==> config.mk <==
export PLATFORM = sky130hd
export DESIGN_NAME = hex_message_line_parser
export DESIGN_NICKNAME = d
export VERILOG_FILES = /design/src/sv/hmlp_pkg.sv /design/src/sv/hex_message_line_parser.sv
export SDC_FILE = /design/constraint.sdc
export NUM_CORES = 1
export LEC_CHECK = 0
export CORE_MARGIN = 4
export CORE_UTILIZATION = 40
export DETAILED_ROUTE_END_ITERATION = 7
export DONT_BUFFER_PORTS = 1
export GPL_TIMING_DRIVEN = 0
export MAX_ROUTING_LAYER = met4
export PLACE_DENSITY = 0.64
export SLEW_MARGIN = 20
export SYNTH_ARGS = -nofsm -noshare
export SYNTH_HDL_FRONTEND = slang
export SYNTH_SLANG_ARGS = --single-unit
export TNS_END_PERCENT = 30
==> constraint.sdc <==
create_clock -name clk -period 6.4 [get_ports clk]
set_input_delay 1.28 -clock clk [delete_from_list [all_inputs] [get_ports clk]]
set_output_delay 1.28 -clock clk [all_outputs]
set_load 0.05 [all_outputs]
==> src/sv/hmlp_pkg.sv <==
package hmlp_pkg;

	// record kinds carried on m_tuser
	typedef enum logic [1:0] {
		KIND_PAYLOAD  = 2'd0,
		KIND_MSG_DONE = 2'd1,
		KIND_MASK     = 2'd2,
		KIND_UNDEF    = 2'd3
	} kind_t;

	// line parsing phase, one-hot
	typedef enum logic [6:0] {
		PH_PREFIX = 7'b0000001,
		PH_TYPE   = 7'b0000010,
		PH_LEN    = 7'b0000100,
		PH_PAY    = 7'b0001000,
		PH_CRC    = 7'b0010000,
		PH_MASK   = 7'b0100000,
		PH_SKIP   = 7'b1000000
	} phase_t;

	localparam logic [7:0] CH_M  = 8'h6d;
	localparam logic [7:0] CH_E  = 8'h65;
	localparam logic [7:0] CH_A  = 8'h61;
	localparam logic [7:0] CH_S  = 8'h73;
	localparam logic [7:0] CH_K  = 8'h6b;
	localparam logic [7:0] CH_EQ = 8'h3d;

	localparam int unsigned PREFIX_LAST = 4;
	localparam int unsigned WORD_DIGITS = 8;

	// {valid, nibble} for one ascii character
	function automatic logic [4:0] hex_decode(input logic [7:0] c);
		logic [4:0] r;
		r = 5'd0;
		if (c >= 8'h30 && c <= 8'h39) begin
			r = {1'b1, 4'(c - 8'h30)};
		end else if (c >= 8'h61 && c <= 8'h66) begin
			r = {1'b1, 4'(c - 8'h57)};
		end else if (c >= 8'h41 && c <= 8'h46) begin
			r = {1'b1, 4'(c - 8'h37)};
		end
		return r;
	endfunction

endpackage

==> src/sv/hex_message_line_parser.sv <==
// hex message line parser
// slave channel (s_*): one ascii character per beat in s_tdata, s_tlast marks
// the last character of a line
// master channel (m_*): at most one record per input beat; m_tuser holds the
// record kind (payload byte, message complete, mask complete, undefined line),
// m_tdata holds the decoded type, length, byte index, byte value, crc and mask
// fields, zero where the kind does not use them
// "mess=" lines give one payload record per decoded byte and a message record
// after the eighth crc digit; "mask=" lines give a mask record after eight hex
// digits; anything else, a bad digit or an early line end gives one undefined
// record, and the rest of the line is skipped
// a record is registered and appears on m_* in the cycle after the beat that caused it
// throughput: one character per cycle while s_tready is high; the parse is a single combinational
// step from the line state registers into the output register
// when the receiver stalls, the output register holds its record and s_tready
// drops only while that register is full and m_tready is low
// reset: returns to the start of a line with no record pending
module hex_message_line_parser (
	input  logic        clk,
	input  logic        arst_n,
	input  logic        s_tvalid,
	output logic        s_tready,
	input  logic [7:0]  s_tdata,   // char_code[7:0]
	input  logic        s_tlast,   // line_end
	output logic        m_tvalid,
	input  logic        m_tready,
	output logic [95:0] m_tdata,   // msg_type, msg_length, byte_index, byte_value,
	                               // crc_value, mask_value
	output logic [1:0]  m_tuser    // kind
);

	// line state
	hmlp_pkg::phase_t phase_q, nxt_phase;
	logic [2:0]  prefix_pos_q, nxt_prefix_pos;
	logic        prefix_is_mask_q, nxt_prefix_is_mask;
	logic [3:0]  high_nibble_q, nxt_high_nibble;
	logic [7:0]  type_q, nxt_type;
	logic [7:0]  length_q, nxt_length;
	logic [7:0]  bytes_done_q, nxt_bytes_done;
	logic [31:0] word_q, nxt_word;
	logic [3:0]  digit_count_q, nxt_digit_count;

	// record produced by this beat
	logic              res_vld;
	hmlp_pkg::kind_t   res_kind;
	logic [7:0]        res_type, res_length, res_index, res_value;
	logic [31:0]       res_crc, res_mask;

	// output register
	logic              m_tvalid_q;
	hmlp_pkg::kind_t   m_kind_q;
	logic [95:0]       m_data_q;

	logic        in_acc;
	logic [4:0]  hex;
	logic        is_hex;
	logic [3:0]  nib;
	logic        pfx_ok;
	logic [7:0]  byte_dec;

	assign s_tready = !m_tvalid_q || m_tready;
	assign in_acc   = s_tvalid && s_tready;
	assign hex      = hmlp_pkg::hex_decode(s_tdata);
	assign is_hex   = hex[4];
	assign nib      = hex[3:0];
	assign byte_dec = {high_nibble_q, nib};

	always_comb begin
		nxt_phase          = phase_q;
		nxt_prefix_pos     = prefix_pos_q;
		nxt_prefix_is_mask = prefix_is_mask_q;
		nxt_high_nibble    = high_nibble_q;
		nxt_type           = type_q;
		nxt_length         = length_q;
		nxt_bytes_done     = bytes_done_q;
		nxt_word           = word_q;
		nxt_digit_count    = digit_count_q;
		res_vld            = 1'b0;
		res_kind           = hmlp_pkg::KIND_UNDEF;
		res_type           = 8'd0;
		res_length         = 8'd0;
		res_index          = 8'd0;
		res_value          = 8'd0;
		res_crc            = 32'd0;
		res_mask           = 32'd0;
		pfx_ok             = 1'b0;

		case (phase_q)
			hmlp_pkg::PH_PREFIX: begin
				case (prefix_pos_q)
					3'd0: pfx_ok = (s_tdata == hmlp_pkg::CH_M);
					3'd1: begin
						if (s_tdata == hmlp_pkg::CH_E) begin
							pfx_ok             = 1'b1;
							nxt_prefix_is_mask = 1'b0;
						end else if (s_tdata == hmlp_pkg::CH_A) begin
							pfx_ok             = 1'b1;
							nxt_prefix_is_mask = 1'b1;
						end
					end
					3'd2: pfx_ok = (s_tdata == hmlp_pkg::CH_S);
					3'd3: pfx_ok = (s_tdata == (prefix_is_mask_q ? hmlp_pkg::CH_K
					                                             : hmlp_pkg::CH_S));
					3'd4: pfx_ok = (s_tdata == hmlp_pkg::CH_EQ);
					default: pfx_ok = 1'b0;
				endcase
				if (pfx_ok) begin
					nxt_prefix_pos = prefix_pos_q + 3'd1;
					if (prefix_pos_q == 3'(hmlp_pkg::PREFIX_LAST)) begin
						nxt_phase       = nxt_prefix_is_mask ? hmlp_pkg::PH_MASK
						                                     : hmlp_pkg::PH_TYPE;
						nxt_digit_count = 4'd0;
						nxt_word        = 32'd0;
					end
				end else begin
					res_vld   = 1'b1;
					nxt_phase = hmlp_pkg::PH_SKIP;
				end
			end
			hmlp_pkg::PH_TYPE, hmlp_pkg::PH_LEN, hmlp_pkg::PH_PAY,
			hmlp_pkg::PH_CRC, hmlp_pkg::PH_MASK: begin
				if (!is_hex) begin
					res_vld   = 1'b1;
					nxt_phase = hmlp_pkg::PH_SKIP;
				end else if (phase_q == hmlp_pkg::PH_CRC || phase_q == hmlp_pkg::PH_MASK) begin
					// 32-bit word, most significant digit first
					nxt_word        = {word_q[27:0], nib};
					nxt_digit_count = digit_count_q + 4'd1;
					if (digit_count_q == 4'(hmlp_pkg::WORD_DIGITS - 1)) begin
						res_vld   = 1'b1;
						nxt_phase = hmlp_pkg::PH_SKIP;
						if (phase_q == hmlp_pkg::PH_CRC) begin
							res_kind   = hmlp_pkg::KIND_MSG_DONE;
							res_type   = type_q;
							res_length = length_q;
							res_crc    = nxt_word;
						end else begin
							res_kind = hmlp_pkg::KIND_MASK;
							res_mask = nxt_word;
						end
					end
				end else if (digit_count_q == 4'd0) begin
					nxt_high_nibble = nib;
					nxt_digit_count = 4'd1;
				end else begin
					nxt_digit_count = 4'd0;
					if (phase_q == hmlp_pkg::PH_TYPE) begin
						nxt_type  = byte_dec;
						nxt_phase = hmlp_pkg::PH_LEN;
					end else if (phase_q == hmlp_pkg::PH_LEN) begin
						nxt_length     = byte_dec;
						nxt_bytes_done = 8'd0;
						nxt_word       = 32'd0;
						// zero length goes straight to the crc digits
						nxt_phase      = (byte_dec != 8'd0) ? hmlp_pkg::PH_PAY
						                                    : hmlp_pkg::PH_CRC;
					end else begin
						res_vld        = 1'b1;
						res_kind       = hmlp_pkg::KIND_PAYLOAD;
						res_type       = type_q;
						res_length     = length_q;
						res_index      = bytes_done_q;
						res_value      = byte_dec;
						nxt_bytes_done = bytes_done_q + 8'd1;
						if (nxt_bytes_done == length_q) begin
							nxt_phase = hmlp_pkg::PH_CRC;
							nxt_word  = 32'd0;
						end
					end
				end
			end
			default: begin
				// skipping the rest of the line
			end
		endcase

		// line end: an unfinished line becomes an undefined record, which
		// replaces a payload record from the same beat
		if (s_tlast) begin
			if (nxt_phase != hmlp_pkg::PH_SKIP) begin
				res_vld    = 1'b1;
				res_kind   = hmlp_pkg::KIND_UNDEF;
				res_type   = 8'd0;
				res_length = 8'd0;
				res_index  = 8'd0;
				res_value  = 8'd0;
				res_crc    = 32'd0;
				res_mask   = 32'd0;
			end
			nxt_phase          = hmlp_pkg::PH_PREFIX;
			nxt_prefix_pos     = 3'd0;
			nxt_prefix_is_mask = 1'b0;
			nxt_high_nibble    = 4'd0;
			nxt_type           = 8'd0;
			nxt_length         = 8'd0;
			nxt_bytes_done     = 8'd0;
			nxt_word           = 32'd0;
			nxt_digit_count    = 4'd0;
		end
	end

	// line state registers, updated on each accepted beat
	always_ff @(posedge clk or negedge arst_n) begin
		if (!arst_n) begin
			phase_q          <= hmlp_pkg::PH_PREFIX;
			prefix_pos_q     <= 3'd0;
			prefix_is_mask_q <= 1'b0;
			high_nibble_q    <= 4'd0;
			type_q           <= 8'd0;
			length_q         <= 8'd0;
			bytes_done_q     <= 8'd0;
			word_q           <= 32'd0;
			digit_count_q    <= 4'd0;
		end else if (in_acc) begin
			phase_q          <= nxt_phase;
			prefix_pos_q     <= nxt_prefix_pos;
			prefix_is_mask_q <= nxt_prefix_is_mask;
			high_nibble_q    <= nxt_high_nibble;
			type_q           <= nxt_type;
			length_q         <= nxt_length;
			bytes_done_q     <= nxt_bytes_done;
			word_q           <= nxt_word;
			digit_count_q    <= nxt_digit_count;
		end
	end

	// output register: loads a new record, or empties when the beat is taken
	always_ff @(posedge clk or negedge arst_n) begin
		if (!arst_n) begin
			m_tvalid_q <= 1'b0;
		end else if (in_acc && res_vld) begin
			m_tvalid_q <= 1'b1;
		end else if (m_tready) begin
			m_tvalid_q <= 1'b0;
		end
	end

	always_ff @(posedge clk) begin
		if (in_acc && res_vld) begin
			m_kind_q <= res_kind;
			m_data_q <= {res_mask, res_crc, res_value, res_index, res_length, res_type};
		end
	end

	assign m_tvalid = m_tvalid_q;
	assign m_tdata  = m_data_q;
	assign m_tuser  = m_kind_q;

`ifndef ASSERT_OFF
	// a line end always brings the parser back to the line start
	a_line_restart: assert property (@(posedge clk) disable iff (!arst_n)
		(in_acc && s_tlast) |=> (phase_q == hmlp_pkg::PH_PREFIX && prefix_pos_q == 3'd0))
		else $error("parser not at line start after line end");

	// payload phase never holds a finished byte count
	a_pay_count: assert property (@(posedge clk) disable iff (!arst_n)
		(phase_q == hmlp_pkg::PH_PAY) |-> (bytes_done_q < length_q))
		else $error("payload count reached length without leaving payload phase");

	// word digit counter stays below a full word
	a_word_count: assert property (@(posedge clk) disable iff (!arst_n)
		(phase_q == hmlp_pkg::PH_CRC || phase_q == hmlp_pkg::PH_MASK)
		|-> (digit_count_q < 4'(hmlp_pkg::WORD_DIGITS)))
		else $error("word digit count overflow");

	// byte fields take at most two digits
	a_byte_count: assert property (@(posedge clk) disable iff (!arst_n)
		(phase_q == hmlp_pkg::PH_TYPE || phase_q == hmlp_pkg::PH_LEN ||
		 phase_q == hmlp_pkg::PH_PAY) |-> (digit_count_q <= 4'd1))
		else $error("byte digit count overflow");
`endif

endmodule

==> out/results.txt <==
Status -> finished clean
Critical path type -> primary input to flip-flop
Fraction of layout cells with a size suffix above 1 -> 11.04%
Nets -> 755
Grt ovf -> 0
Maximum number of pins on one net before global-route repair -> 73
Die Y-Extent -> 149.7 um
Register share of total power -> 56.2%
Site Rows -> 51
Post-CTS Hold Fix Bufs -> 0
Post-CTS setup buffers -> 0
Vias -> 5447
Routed Antenna Nets -> 0
Vias/cell -> 5.404
Min Clock Period, post-route -> 4.276 ns
Final worst clock skew -> 0.01110 ns
Pwr dens -> 381.9 mW/mm2
Synth unique cells -> 68
Fin. Hold Viols -> 0
Prevailing post-synth register cell -> edfxtp_1
Share of flip-flops with an asynchronous set or reset -> 42.35%
Combinational share of power -> 12.2%
CP max FO -> 31
P_sw -> 1.319 mW
Worst-margin pin slew -> 1.033 ns
Vias in the first global route -> 5336
Cell-internal power -> 2.146 mW
Clock Sinks -> 170
WL met1 -> 7.898 mm
Period Utilization, post-route -> 66.81%
Worst Path Required -> 6.53 ns
Startpoint Class -> primary input
Worst-path clk slew -> 0.07 ns
Max Cap Viol -> 0
Root Driver -> clkbuf_16
Final Setup Violations -> 0
Fin Hold WS -> 0.5080 ns
Count leader, synth -> edfxtp_1
GR Util All Layers -> 17.31%
Mapped Avg Cell Area -> 11.35 um2
Diode count -> 0
Layout filler cell count -> 1747
Clk_lat worst skew -> 0.43 ns
WL met3 -> 1.027 mm
DIE AREA -> 0.02242 mm2
Clock buffer depth -> 2
DRT iter0 DRCs -> 357
CTS buffer count -> 17
RSZ-0062 raised after global routing -> false
DRT Pass-1 Iters -> 5
Number of remaining DRC errors -> 0
Slew Limit Fails -> 0
CTS tree -> done
CP arrival -> 4.40 ns
Post-synth top cells -> edfxtp_1 (98), nand2_1 (79), and2_1 (76)
H-tree depth -> 4
Port bufs -> 0
Mapped cell area -> 0.008035 mm2
Worst slew margin -> 30.62%
Fmax -> 233.9 MHz
First-pass GRT wire length -> 29.31 mm
Area Overhead vs Synth -> 12.91%
# IOs -> 113
Initial Util -> 41.02%
Met2 WL -> 9.025 mm
Final HPWL DP -> 13.33 mm
Syn Inst Count -> 708
Post-synth EDFFs -> 98
Routability Congestion -> 0.8834
Register area share after synthesis -> 59.06%
Leak -> 3.445 nW
Yosys warnings -> 0
Avg WL per Cell -> 18.16 um
Total wire length -> 18.30 mm
Post-Place Cell Area -> 0.008442 mm2
Seq cells post-synth -> 170
Clock share of power -> 31.6%
CP Capture Type -> flip-flop
Sw Ratio -> 38.08%
Post-cts sizing count -> 0
Initial antenna violation count -> 0
Hold Crit Class -> flip-flop to flip-flop
Syn_nets -> 733
Top cells by area, synth -> edfxtp_1 (37%), dfrtp_1 (22%), and2_1 (5.9%)
Largest area contributor in the netlist -> edfxtp_1
Final Instance Area -> 0.009072 mm2
Worst VDD drop -> 0.0001487 V
Top layer in use -> met4
Core Area -> 0.01959 mm2
Area share of the largest cell type after synthesis -> 36.62%
Chip width -> 149.7 um
## worst paths after layout
check,to,slack (ns),from,cells after the start
setup / recovery,m_tdata[72]$_DFFE_PP_,2.12,s_tdata[0],13
hold / removal,type_q[1]$_DFFE_PN0P_,0.51,type_q[1]$_DFFE_PN0P_,1
setup reg to reg,m_tdata[72]$_DFFE_PP_,2.15,prefix_pos_q[2]$_DFFE_PN0P_,14
hold reg to reg,type_q[1]$_DFFE_PN0P_,0.51,type_q[1]$_DFFE_PN0P_,1
max in group asynchronous,phase_q[0]$_DFFE_PN1P_,5.66,arst_n,0
min in group asynchronous,m_tvalid$_DFFE_PN0P_,0.54,arst_n,0
## cell families after synthesis
| kind of cell | Yosys count | synth area share [%] |
|---|---|---|
| AO/OA/AOI/OAI | 144 | 11.80 |
| XOR/XNOR | 12 | 1.308 |
| adder cells (fa/ha/maj) | 12 | 1.869 |
| buffers and inverters | 55 | 3.005 |
| flip-flops | 170 | 59.06 |
| multiplexers | 21 | 2.927 |
| AND/OR/NAND/NOR | 294 | 20.02 |
## sequential cells by signal, summed over array words and instances, names as in the netlist
| register | cells |
|---|---|
| m_tdata | 96 |
| word_q | 28 |
| bytes_done_q | 8 |
| length_q | 8 |
| type_q | 8 |
| phase_q | 7 |
| digit_count_q | 4 |
| high_nibble_q | 4 |
| prefix_pos_q | 3 |
| m_tuser | 2 |
| m_tvalid | 1 |
| prefix_is_mask_q | 1 |
## worst max-delay path, cell delays in order
cell     delay [ns]
inv_1          0.13
ha_1           0.19
or3b_4         0.39
and2_4         0.17
a31oi_1        0.29
and4b_1        0.31
a22oi_1        0.09
nand2_1        0.15
o41a_4         0.27
nor2_1         0.10
nor2_4         0.56
buf_16         0.24
buf_12         0.20
## area by class of cell
class / count / area [um2] / share of cell area [%]
Tap cell: 265 / 331.6 / 3.655
Timing Repair Buffer: 3 / 67.56 / 0.7447
Clock inverter: 15 / 205.2 / 2.262
Clock buffer: 17 / 425.4 / 4.689
Sequential cell: 170 / 4746 / 52.31
Inverter: 13 / 48.80 / 0.5379
Multi-Input combinational cell: 483 / 3055 / 33.68
Buffer: 42 / 192.7 / 2.124
## power groups by stage
stage	combinational [mW]	sequential, mW	clock, mW
after floorplan	0.289	1.95	0
after global placement	0.377	1.99	0
after detailed placement	0.423	1.97	0
after CTS	0.425	1.95	1.11
after global routing	0.466	1.96	1.17
final	0.422	1.95	1.10
## layout by cell type, fill, tap and decap left out, types with 7 or more instances in the layout
cell / netlist / final
mux2_2: 20 / 20
o21ai_1: 31 / 31
clkbuf_16: 0 / 17
xnor2_1: 7 / 7
nor2_1: 39 / 38
nand2_1: 79 / 79
o31ai_1: 9 / 9
ha_1: 12 / 12
nor2b_1: 16 / 16
nand2b_1: 8 / 8
clkbuf_1: 29 / 29
inv_1: 12 / 12
buf_2: 10 / 10
and2_1: 76 / 76
nor3_1: 15 / 15
dfrtp_1: 71 / 71
o21ai_0: 27 / 27
nand3_1: 11 / 11
edfxtp_1: 98 / 98
o21a_1: 13 / 13
a31oi_1: 8 / 8
a21oi_1: 16 / 16
nor4_1: 8 / 8
## routing by layer
layer | global-route usage, % | vias up
met2 | 27.94 | 194
met4 | 5.352 | 0
met1 | 21.61 | 2625
met5 | - | -
met3 | 4.361 | 29
li1 | - | 2599
## metrics by stage
step,worst slack (ns),util (%),std cells,TNS [ns],power [mW]
CTS,2.128,46.31,1008,0,3.492
finish,2.124,46.31,1008,0,3.465
floorplan,0.4179,-,708,0,2.244
global route,1.840,46.31,1008,0,3.599
detailed placement,1.687,43.09,976,0,2.397
global placement,-0.7713,42.72,973,-74.83,2.371
Note: power is estimated with default switching activity, not from simulation.
